<file path="src/rtl/ltmp_pkg.sv">
// Shared types, constants and functions for the LTE TTI timing and MIB packer.
package ltmp_pkg;

    localparam int TTI_W   = 14;
    localparam int FRAME_W = 10;
    localparam int SF_W    = 4;
    localparam int CNT_W   = 32;
    localparam int BW_W    = 8;
    localparam int CFG_IDX_W = 2;

    localparam logic [TTI_W-1:0] TTI_MOD      = 14'd10240;
    localparam logic [TTI_W-1:0] TTI_LAST     = 14'd10239;
    localparam logic [TTI_W-1:0] SF_PER_FRAME = 14'd10;
    localparam logic [TTI_W-1:0] TTI_OFFSET   = 14'd4;

    // floor(x * RECIP_10 / 2^16) == x / 10 for x below 10240
    localparam int RECIP_SHIFT = 16;
    localparam logic [12:0] RECIP_10 = 13'd6554;

    localparam logic [CFG_IDX_W-1:0] REG_DL_BANDWIDTH  = 2'd0;
    localparam logic [CFG_IDX_W-1:0] REG_PHICH_DURATION = 2'd1;
    localparam logic [CFG_IDX_W-1:0] REG_PHICH_RESOURCE = 2'd2;

    localparam logic [7:0] SFN_LOW_MASK = 8'hfc;

    typedef struct packed {
        logic [TTI_W-1:0] rx_tti;
        logic [TTI_W-1:0] ul_tti;
        logic             mib_valid;
        logic [7:0]       mib_first_byte;
        logic [7:0]       mib_second_byte;
    } tti_item_t;

    function automatic logic [2:0] bw_code(input logic [BW_W-1:0] rb);
        logic [2:0] code;
        begin
            unique case (rb)
                8'd6:    code = 3'd0;
                8'd15:   code = 3'd1;
                8'd25:   code = 3'd2;
                8'd50:   code = 3'd3;
                8'd100:  code = 3'd4;
                default: code = 3'd2;
            endcase
            return code;
        end
    endfunction

endpackage

</file>
<file path="src/rtl/ltmp_front.sv">
// Front end: configuration registers, TTI arithmetic and MIB byte formation.
module ltmp_front
(
    input  logic                               clk,
    input  logic                               rst_n,
    input  logic                               cfg_wen,
    input  logic [ltmp_pkg::CFG_IDX_W-1:0]     cfg_index,
    input  logic [ltmp_pkg::BW_W-1:0]          cfg_wdata,
    input  logic [ltmp_pkg::FRAME_W-1:0]       frame_number,
    input  logic [ltmp_pkg::SF_W-1:0]          subframe_number,
    output ltmp_pkg::tti_item_t                item
);

    logic [ltmp_pkg::BW_W-1:0] dl_bandwidth_reg;
    logic                      phich_duration_reg;
    logic [1:0]                phich_resource_reg;

    logic [ltmp_pkg::TTI_W-1:0] tx_raw;
    logic [ltmp_pkg::TTI_W-1:0] tx;
    logic [ltmp_pkg::TTI_W-1:0] ul_raw;
    logic                       mib_due;

    always_ff @(posedge clk or negedge rst_n)
    begin
        if (!rst_n)
        begin
            dl_bandwidth_reg   <= 8'd25;
            phich_duration_reg <= 1'b0;
            phich_resource_reg <= 2'd0;
        end
        else if (cfg_wen)
        begin
            priority case (cfg_index)
                ltmp_pkg::REG_DL_BANDWIDTH:   dl_bandwidth_reg   <= cfg_wdata;
                ltmp_pkg::REG_PHICH_DURATION: phich_duration_reg <= cfg_wdata[0];
                ltmp_pkg::REG_PHICH_RESOURCE: phich_resource_reg <= cfg_wdata[1:0];
                default: ;
            endcase
        end
    end

    always_comb
    begin
        tx_raw = {4'd0, frame_number} * ltmp_pkg::SF_PER_FRAME
               + {10'd0, subframe_number};
        tx = (tx_raw >= ltmp_pkg::TTI_MOD) ? tx_raw - ltmp_pkg::TTI_MOD : tx_raw;
        item.rx_tti = (tx >= ltmp_pkg::TTI_OFFSET) ? tx - ltmp_pkg::TTI_OFFSET
                    : tx + (ltmp_pkg::TTI_MOD - ltmp_pkg::TTI_OFFSET);
        ul_raw = tx + ltmp_pkg::TTI_OFFSET;
        item.ul_tti = (ul_raw >= ltmp_pkg::TTI_MOD) ? ul_raw - ltmp_pkg::TTI_MOD : ul_raw;

        mib_due = (subframe_number == 4'd0) && (frame_number[1:0] == 2'd0);
        item.mib_valid = mib_due;
        item.mib_first_byte  = 8'd0;
        item.mib_second_byte = 8'd0;
        if (mib_due)
        begin
            item.mib_first_byte = {ltmp_pkg::bw_code(dl_bandwidth_reg), phich_duration_reg,
                                   phich_resource_reg, frame_number[9:8]};
            item.mib_second_byte = frame_number[7:0] & ltmp_pkg::SFN_LOW_MASK;
        end
    end

endmodule

</file>
<file path="src/rtl/ltmp_queue.sv">
// Small FIFO between the front end and the back end.
module ltmp_queue
#(
    parameter int DEPTH = 2
)
(
    input  logic                clk,
    input  logic                rst_n,
    input  logic                push,
    input  ltmp_pkg::tti_item_t push_item,
    output logic                full,
    input  logic                pop,
    output logic                head_valid,
    output ltmp_pkg::tti_item_t head_item
);

    localparam int PTR_W = (DEPTH > 1) ? $clog2(DEPTH) : 1;
    localparam int CNT_W = $clog2(DEPTH + 1);
    localparam logic [PTR_W-1:0] PTR_LAST = PTR_W'(DEPTH - 1);
    localparam logic [CNT_W-1:0] CNT_FULL = CNT_W'(DEPTH);

    ltmp_pkg::tti_item_t mem [DEPTH];

    logic [PTR_W-1:0] wr_ptr_reg, wr_ptr_next;
    logic [PTR_W-1:0] rd_ptr_reg, rd_ptr_next;
    logic [CNT_W-1:0] count_reg, count_next;

    always_comb
    begin
        wr_ptr_next = wr_ptr_reg;
        rd_ptr_next = rd_ptr_reg;
        count_next  = count_reg;
        if (push)
            wr_ptr_next = (wr_ptr_reg == PTR_LAST) ? '0 : wr_ptr_reg + 1'b1;
        if (pop)
            rd_ptr_next = (rd_ptr_reg == PTR_LAST) ? '0 : rd_ptr_reg + 1'b1;
        if (push && !pop)
            count_next = count_reg + 1'b1;
        else if (pop && !push)
            count_next = count_reg - 1'b1;
    end

    always_ff @(posedge clk or negedge rst_n)
    begin
        if (!rst_n)
        begin
            wr_ptr_reg <= '0;
            rd_ptr_reg <= '0;
            count_reg  <= '0;
        end
        else
        begin
            wr_ptr_reg <= wr_ptr_next;
            rd_ptr_reg <= rd_ptr_next;
            count_reg  <= count_next;
        end
    end

    always_ff @(posedge clk)
    begin
        if (push)
            mem[wr_ptr_reg] <= push_item;
    end

    assign full       = (count_reg == CNT_FULL);
    assign head_valid = (count_reg != '0);
    assign head_item  = mem[rd_ptr_reg];

    a_count_bound: assert property (@(posedge clk) disable iff (!rst_n)
        count_reg <= CNT_FULL)
        else $error("queue count above depth");

    a_no_pop_empty: assert property (@(posedge clk) disable iff (!rst_n)
        pop |-> count_reg != '0)
        else $error("pop from empty queue");

    a_push_grows: assert property (@(posedge clk) disable iff (!rst_n)
        push && !pop |=> count_reg == $past(count_reg) + 1'b1)
        else $error("queue count did not grow on push");

    a_pop_shrinks: assert property (@(posedge clk) disable iff (!rst_n)
        pop && !push |=> count_reg == $past(count_reg) - 1'b1)
        else $error("queue count did not shrink on pop");

endmodule

</file>
<file path="src/rtl/ltmp_back.sv">
// Back end: absolute TTI counters, frame/subframe split and output register.
module ltmp_back
(
    input  logic                clk,
    input  logic                rst_n,
    input  logic                head_valid,
    input  ltmp_pkg::tti_item_t head_item,
    output logic                pop,
    output logic                m_tvalid,
    input  logic                m_tready,
    output logic [135:0]        m_tdata,
    output logic                m_tuser
);

    logic [ltmp_pkg::CNT_W-1:0] abs_tx_counter_reg, abs_tx_counter_next;
    logic [ltmp_pkg::TTI_W-1:0] abs_tx_wrapped_reg;
    logic [ltmp_pkg::CNT_W-1:0] abs_rx_counter_reg, abs_rx_counter_next;
    logic [ltmp_pkg::TTI_W-1:0] abs_rx_wrapped_reg;
    logic [ltmp_pkg::TTI_W-1:0] tx_tti;
    logic [ltmp_pkg::TTI_W-1:0] tx_follow;
    logic [ltmp_pkg::TTI_W-1:0] rx_follow;

    logic [26:0] rx_prod, ul_prod;
    logic [ltmp_pkg::TTI_W-1:0] rx_q, ul_q, rx_rem, ul_rem;

    logic         out_valid_reg;
    logic [135:0] out_data_reg, out_data_next;
    logic         out_user_reg;

    assign pop = head_valid && (!out_valid_reg || m_tready);

    always_comb
    begin
        // transmit TTI recovered from the uplink TTI, four ahead of it
        tx_tti = (head_item.ul_tti >= ltmp_pkg::TTI_OFFSET)
               ? head_item.ul_tti - ltmp_pkg::TTI_OFFSET
               : head_item.ul_tti + (ltmp_pkg::TTI_MOD - ltmp_pkg::TTI_OFFSET);
        tx_follow = (abs_tx_wrapped_reg == ltmp_pkg::TTI_LAST) ? '0 : abs_tx_wrapped_reg + 1'b1;
        rx_follow = (abs_rx_wrapped_reg == ltmp_pkg::TTI_LAST) ? '0 : abs_rx_wrapped_reg + 1'b1;
        abs_tx_counter_next = (tx_tti == tx_follow) ? abs_tx_counter_reg + 1'b1
                            : {18'd0, tx_tti};
        abs_rx_counter_next = (head_item.rx_tti == rx_follow) ? abs_rx_counter_reg + 1'b1
                            : {18'd0, head_item.rx_tti};

        rx_prod = head_item.rx_tti * ltmp_pkg::RECIP_10;
        ul_prod = head_item.ul_tti * ltmp_pkg::RECIP_10;
        rx_q = {3'd0, rx_prod[26:ltmp_pkg::RECIP_SHIFT]};
        ul_q = {3'd0, ul_prod[26:ltmp_pkg::RECIP_SHIFT]};
        rx_rem = head_item.rx_tti - ((rx_q << 3) + (rx_q << 1));
        ul_rem = head_item.ul_tti - ((ul_q << 3) + (ul_q << 1));

        out_data_next = {head_item.mib_second_byte, head_item.mib_first_byte,
                         abs_rx_counter_next, abs_tx_counter_next,
                         ul_rem[3:0], ul_q[9:0], head_item.ul_tti,
                         rx_rem[3:0], rx_q[9:0], head_item.rx_tti};
    end

    always_ff @(posedge clk or negedge rst_n)
    begin
        if (!rst_n)
        begin
            abs_tx_counter_reg <= '0;
            abs_tx_wrapped_reg <= '0;
            abs_rx_counter_reg <= '0;
            abs_rx_wrapped_reg <= '0;
            out_valid_reg      <= 1'b0;
        end
        else
        begin
            if (pop)
            begin
                abs_tx_counter_reg <= abs_tx_counter_next;
                abs_tx_wrapped_reg <= tx_tti;
                abs_rx_counter_reg <= abs_rx_counter_next;
                abs_rx_wrapped_reg <= head_item.rx_tti;
                out_valid_reg      <= 1'b1;
            end
            else if (m_tready)
                out_valid_reg <= 1'b0;
        end
    end

    always_ff @(posedge clk)
    begin
        if (pop)
        begin
            out_data_reg <= out_data_next;
            out_user_reg <= head_item.mib_valid;
        end
    end

    assign m_tvalid = out_valid_reg;
    assign m_tdata  = out_data_reg;
    assign m_tuser  = out_user_reg;

    a_pop_needs_slot: assert property (@(posedge clk) disable iff (!rst_n)
        pop |-> !out_valid_reg || m_tready)
        else $error("pop while output register occupied");

    a_pop_loads_output: assert property (@(posedge clk) disable iff (!rst_n)
        pop |=> out_valid_reg)
        else $error("popped request not presented");

    a_wrapped_in_range: assert property (@(posedge clk) disable iff (!rst_n)
        abs_tx_wrapped_reg < ltmp_pkg::TTI_MOD && abs_rx_wrapped_reg < ltmp_pkg::TTI_MOD)
        else $error("stored TTI out of range");

endmodule

</file>
<file path="src/rtl/lte_tti_timing_and_mib_packer_top.sv">
// Top level of the LTE TTI timing and MIB packer.
//
// Usage:
//   s_tvalid/s_tready/s_tdata carry one request per downlink TTI: the frame
//   number and subframe number. m_tvalid/m_tready/m_tdata/m_tuser return one
//   result per request: receive and uplink TTIs with their frame/subframe
//   split, the absolute transmit and receive counters, and the two leading
//   MIB bytes; m_tuser flags subframe 0 of every fourth frame.
//   The configuration port (cfg_wen, cfg_index, cfg_wdata) sets bandwidth,
//   PHICH duration and PHICH resource; write it only while no request is
//   in flight.
// Timing:
//   An accepted request is written into the queue and then loaded into the
//   output register, which drives m_tvalid.
//   One request per cycle is sustained while m_tready stays high; the single
//   multiply per path in the back end sets the clock.
// Reset and stalls:
//   Reset empties the queue and output register, zeroes both counters and
//   restores bandwidth 25 RB with PHICH fields zero. When m_tready is low
//   the output holds, the queue fills, and s_tready drops once it is full.
module lte_tti_timing_and_mib_packer_top
#(
    parameter int QUEUE_DEPTH = 2
)
(
    input  logic         clk,
    input  logic         rst_n,
    input  logic         s_tvalid,
    output logic         s_tready,
    input  logic [15:0]  s_tdata,   // frame_number[9:0], subframe_number[13:10], zero pad
    output logic         m_tvalid,
    input  logic         m_tready,
    // rx_tti[13:0], rx_frame[23:14], rx_subframe[27:24], ul_tti[41:28],
    // ul_frame[51:42], ul_subframe[55:52], abs_tx_count[87:56],
    // abs_rx_count[119:88], mib_first_byte[127:120], mib_second_byte[135:128]
    output logic [135:0] m_tdata,
    output logic         m_tuser,   // mib_valid
    input  logic         cfg_wen,
    input  logic [1:0]   cfg_index,
    input  logic [7:0]   cfg_wdata
);

    ltmp_pkg::tti_item_t front_item;
    ltmp_pkg::tti_item_t head_item;
    logic q_full;
    logic q_head_valid;
    logic q_pop;
    logic push;

    assign s_tready = !q_full;
    assign push     = s_tvalid && !q_full;

    ltmp_front u_front
    (
        .clk             (clk),
        .rst_n           (rst_n),
        .cfg_wen         (cfg_wen),
        .cfg_index       (cfg_index),
        .cfg_wdata       (cfg_wdata),
        .frame_number    (s_tdata[9:0]),
        .subframe_number (s_tdata[13:10]),
        .item            (front_item)
    );

    ltmp_queue #(.DEPTH(QUEUE_DEPTH)) u_queue
    (
        .clk        (clk),
        .rst_n      (rst_n),
        .push       (push),
        .push_item  (front_item),
        .full       (q_full),
        .pop        (q_pop),
        .head_valid (q_head_valid),
        .head_item  (head_item)
    );

    ltmp_back u_back
    (
        .clk        (clk),
        .rst_n      (rst_n),
        .head_valid (q_head_valid),
        .head_item  (head_item),
        .pop        (q_pop),
        .m_tvalid   (m_tvalid),
        .m_tready   (m_tready),
        .m_tdata    (m_tdata),
        .m_tuser    (m_tuser)
    );

endmodule
</file>
<file path="config.mk">
export PLATFORM = sky130hd
export DESIGN_NAME = lte_tti_timing_and_mib_packer_top
export DESIGN_NICKNAME = d
export VERILOG_FILES = /design/src/rtl/ltmp_pkg.sv /design/src/rtl/ltmp_front.sv /design/src/rtl/ltmp_queue.sv /design/src/rtl/ltmp_back.sv /design/src/rtl/lte_tti_timing_and_mib_packer_top.sv
export SDC_FILE = /design/constraint.sdc
export NUM_CORES = 1
export LEC_CHECK = 0
export ABC_AREA = 1
export BUFFER_PORTS_ARGS = -buffer_cell sky130_fd_sc_hd__buf_2
export CORE_UTILIZATION = 40
export DETAILED_ROUTE_END_ITERATION = 6
export GPL_ROUTABILITY_DRIVEN = 0
export PLACE_DENSITY = 0.64
export SYNTH_ARGS = -nofsm -noshare
export SYNTH_HDL_FRONTEND = slang
export SYNTH_SLANG_ARGS = --single-unit
export TNS_END_PERCENT = 100
</file>
<file path="constraint.sdc">
create_clock -name clk -period 8.2 [get_ports clk]
set_input_delay 1.64 -clock clk [delete_from_list [all_inputs] [get_ports clk]]
set_output_delay 1.64 -clock clk [all_outputs]
set_load 0.005 [all_outputs]
</file>
Word level (Yosys, flattened, before mapping) --
Memory sizes are Yosys's and may differ from the RTL's. Cells that the tools add are included.
Storage, ports and cells: memory bits (writable) 90, input port bits 31, output and inout port bits 139, flip-flop bits (word level) 245, memories kept 1, word-level logic and storage cells 89
Cells by class: add/sub/neg operators 20, reduce and logical (&&, ||, !) cells 19, magnitude comparators 4, mux-type cells 18, eq/ne operators 11, multiply operators 3
Memory list:
- u_queue.mem | words 2, bits a word 45, rd ports 1, clocked after Yosys merged registers in 0, wr ports 1, RTL line ltmp_queue.sv:22 | ltmp_pkg::tti_item_t mem [DEPTH];
Operators by type and width (number):
- 14-bit 2-to-1 mux | 6
- 32-bit by 1-bit adder with 32-bit output (second input constant) | 2
- 32-bit 2-to-1 mux | 2
- 14-bit by 12-bit multiplier with 25-bit output (second input constant) | 2
- 14-bit by 1-bit adder with 14-bit output (second input constant) | 2
- 14-bit adder (second input constant) | 2
- 14-bit equality test | 2
- 14-bit equality test (second input constant) | 2
- 14-bit >= comparator (second input constant) | 2
- 14-bit by 3-bit >= comparator with 1-bit output (second input constant) | 2
- 14-bit subtractor (second input constant) | 2
- 14-bit by 3-bit subtractor with 14-bit output (second input constant) | 2
- 16-bit 2-to-1 mux | 1
- 14-bit by 3-bit adder with 14-bit output (second input constant) | 1
- 14-bit by 4-bit adder with 14-bit output | 1
- 10-bit by 3-bit multiplier with 13-bit output (second input constant) | 1
- 3-bit one-hot mux with 4 select lines | 1
- 4-bit adder | 2
- 8-bit by 3-bit equality test with 1-bit output (second input constant) | 1
- 8-bit by 4-bit equality test with 1-bit output (second input constant) | 1
- 8-bit by 6-bit equality test with 1-bit output (second input constant) | 1
- 8-bit by 7-bit equality test with 1-bit output (second input constant) | 1
- 4-bit subtractor | 2
- 1-bit 2-to-1 mux | 6
- 13 further kinds | 28

Depth between registers and ports, before layout --
depth after elaboration 7, gate-level depth with buffers 27, mapped depth without buffers 25

Cells and area by module --
A second synthesis with hierarchy kept.
Second synthesis, totals: cell total of the unflattened synthesis 2660, area, all modules 24131.9 sq um
Modules (own cells, without submodules):
- ltmp_back | instances 1, sequential area each 6441.2 sq um, area each 18158.7 sq um, cells each 2114
- ltmp_queue | instances 1, sequential area each 2802.7 sq um, area each 3653.5 sq um, cells each 165
- ltmp_front | instances 1, sequential area each 279.0 sq um, area each 2306.0 sq um, cells each 378
- lte_tti_timing_and_mib_packer_top | instances 1, sequential area each 0.0 sq um, area each 13.8 sq um, cells each 3

Least setup slack after synthesis --
OpenSTA, ideal clock, no wires.
path type input to register, start point in m_tready, end point reg u_back.out_data_reg[100] (netlist: u_back.m_tdata[100]) (enable), stages 4, path buffers 2, data arrival time 6.048 ns, setup time 0.546 ns, path slack 1.606 ns, required time 7.654 ns, path through nor2_1 -> a21oi_1 -> clkbuf_1 -> buf_1
On the way: cells in the longest elaborated chain, start to end 2
Ends and longest elaborated chain:
- start, declared | RTL line lte_tti_timing_and_mib_packer_top.sv:32 | input logic m_tready,
- 1-bit logical OR | RTL line ltmp_back.sv:30 | assign pop = head_valid && (!out_valid_reg || m_tready);
- 1-bit logical AND | RTL line ltmp_back.sv:30
- net q_pop | RTL line lte_tti_timing_and_mib_packer_top.sv:47 | logic q_pop;
- end signal, assigned | RTL line ltmp_back.sv:87 | out_data_reg <= out_data_next;
- end, declared | RTL line ltmp_back.sv:27 | logic [135:0] out_data_reg, out_data_next;
The timed path passes the listed nets, and every way through them passes these cells. A chain may end at the register's enable or synchronous reset.

==> impl_metrics.env <==
export IMPL_ys_seq_area_share_pct=39.84
export IMPL_grt_max_degree=79
export IMPL_hold_path_depth=1
export IMPL_fin_ws_ns=1.618
export IMPL_grt_pass1_wl_mm=85.06
export IMPL_reg2reg_from="u_queue.rd_ptr_reg"
export IMPL_met2_usage_pct=31.53
export IMPL_tns_ns=0
export IMPL_die_h_um=239.6
export IMPL_layout_drive_gt1_share_pct=12.60
export IMPL_placementRows=86
export IMPL_gr_total_overflow=0
export IMPL_max_cap_violations=0
export IMPL_drt_iter0_drc=1235
export IMPL_r2r_end="u_back.m_tdata[49]"
export IMPL_post_place_ws_ns=1.715
export IMPL_yosys_warnings=0
export IMPL_status="finished, final reports clean"
export IMPL_syn_to_final_growth_pct=12.81
export IMPL_crit_fanout=41
export IMPL_cp_start_kind="flip-flop"
export IMPL_ioPinCount=170
export IMPL_skew_ns=0.02374
export IMPL_syn_inst=2465
export IMPL_grt_pass1_vias=16990
export IMPL_synth_cell_area_um2=22570
export IMPL_fmax_mhz=151.9
export IMPL_yosysTopAreaCellShare_pct=28.07
export IMPL_post_cts_buffers=0
export IMPL_tightest_slew_ns=0.9787
export IMPL_syn_avg_cell_area_um2=9.157
export IMPL_crit_path_start="u_queue.rd_ptr_reg"
export IMPL_routed_wl_mm=51.52
export IMPL_ant_nets=0
export IMPL_ff2ff_path_depth=20
export IMPL_critPathKind="flip-flop to flip-flop"
export IMPL_synth_cell_types=54
export IMPL_yosys_register_bits=317
export IMPL_slew_headroom_pct=34.07
export IMPL_hold_viol_final=0
export IMPL_r2r_slack_ns=1.62
export IMPL_rsz0062_at_grt="false"
export IMPL_period_minus_slack_ns=6.582
export IMPL_insertion_delay_ns=0.56
export IMPL_start_util_pct=40.73
export IMPL_cts_buffers=39
export IMPL_cts_root_buffer="clkbuf_16"
export IMPL_end_kind="flip-flop"
export IMPL_clkSinkCount=317
export IMPL_arrival_ns=6.89
export IMPL_async_reset_ff_share_pct=33.44
export IMPL_dr_pass1_iters=6
export IMPL_post_dp_hpwl_mm=37.97
export IMPL_finalCritPeriodShare_pct=80.27
export IMPL_postCtsHoldBufs=0
export IMPL_port_buffer_count=165
export IMPL_ctsResizeCount=0
export IMPL_via_per_inst=4.891
export IMPL_grtUsageMet1_pct=24.05
export IMPL_drv_slew=0
export IMPL_cts_tree="yes"
export IMPL_clk_path_buf_depth=3
export IMPL_fin_nets=2995
export IMPL_coreArea_um2=55420
export IMPL_synth_flop_cell="edfxtp_1"
export IMPL_ys_top_cells_by_area="edfxtp_1, ha_1, dfrtp_1"
export IMPL_largest_register_ffs=130
export IMPL_die_area_um2=57390
export IMPL_setup_viol=0
export IMPL_synth_edff_count=211
export IMPL_path_clk_slew_ns=0.06
export IMPL_vias=16700
export IMPL_yosysTopAreaCell="edfxtp_1"
export IMPL_critPathRequiredTime_ns=8.51
export IMPL_track_usage_pct=18.49
export IMPL_placed_cell_area_um2=24190
export IMPL_hold_ws_ns=0.4730
export IMPL_htreeDepth=2
export IMPL_drc=0
export IMPL_cp_endpoint="u_back.m_tdata[49]"
export IMPL_use_met3_pct=2.973
export IMPL_antenna_found_initial=0
export IMPL_antenna_cells=0
export IMPL_grt_busiest_layer="met2"
export IMPL_dieWidth_um=239.6
export IMPL_min_path_type="flip-flop to flip-flop"
export IMPL_wl_per_cell_um=15.09
export IMPL_final_area_um2=25460
## layout by cell type (no fill, tap or decap), types with 52 or more instances in the layout
cell / instances
nand2_1: 576
inv_1: 341
edfxtp_1: 211
o21ai_0: 68
ha_1: 230
nand3_1: 144
xnor2_1: 52
a21oi_1: 55
buf_2: 164
nor2_1: 187
nand4_1: 54
dfrtp_1: 103
xor2_1: 88
fa_1: 98
## how the worst min path moves through the flow
stage                    startpoint                   end  slack (ns)
2_1_floorplan  u_queue.count_reg[0]  u_queue.count_reg[0]        0.45
3_3_place_gp   u_queue.count_reg[0]  u_queue.count_reg[0]        0.46
3_5_place_dp   u_queue.count_reg[0]  u_queue.count_reg[0]        0.47
4_1_cts        u_queue.count_reg[0]  u_queue.count_reg[0]        0.48
5_1_grt        u_queue.count_reg[0]  u_queue.count_reg[0]        0.50
6_report       u_queue.count_reg[0]  u_queue.count_reg[0]        0.47
## synthesized netlist by cell type (8+ instances only)
master,count
buf_4,8
fa_1,98
buf_6,9
inv_1,341
nor3_1,39
dfrtp_1,103
or2_2,18
nand2_1,576
nor2_1,189
o21ai_1,11
nand3_1,144
a21oi_1,56
and2_1,14
nor2_2,12
ha_1,230
o21ai_2,11
o21ai_0,68
xor2_1,88
nand4_1,54
xnor2_1,52
edfxtp_1,211
clkbuf_1,22
## metrics by stage
step	instances	utilization, %
final	3414	45.95
after global routing	3414	45.95
after CTS	3414	45.95
after detailed placement	3343	43.65
after global placement	3343	43.65
after floorplan	2466	-
## layer usage
layer	vias up	share of wire (%)
met3	75	4.7
met5	-	0
li1	8364	-
met2	389	48
met1	7869	45
met4	0	2.1
## worst max-delay path: stages, from the launching register on
cell	delay, ns
dfrtp_1	0.46
buf_4	0.33
o21ai_0	0.84
ha_1	0.48
fa_1	0.57
inv_1	0.06
fa_1	0.51
fa_1	0.54
fa_1	0.50
ha_1	0.33
nand2_1	0.08
nor4_1	0.43
nand2_1	0.09
nand3_1	0.14
a21boi_0	0.16
o21ai_0	0.38
a21oi_1	0.17
inv_1	0.08
nand2_1	0.06
nand3_1	0.06
nand2_1	0.05
## cell type report
class                      count  area [µm²]
clock inverter                25       262.8
sequential                   317        8992
fill                        5167       29950
tap                          748       935.9
clock buffer                  46        1012
multi-input combinational   1747       11990
inverter                     349        1313
timing repair buffer         182       955.9
## kinds of logic (layout without fill, tap and decap cells)
family | after synthesis | count (layout) | synth area share [%]
compound gates | 172 | 172 | 4.307
flops | 317 | 317 | 39.84
simple gates | 1097 | 1097 | 21.33
buf+inv | 402 | 602 | 7.167
other cells | 1 | 2 | 0.01661
xor+xnor | 143 | 143 | 5.648
mux | 5 | 5 | 0.2494
fa+ha+maj | 328 | 328 | 21.44
Power is left out: the tool's default activity adds up to more than one toggle a clock period on the data nets, which glitch-free logic cannot reach.
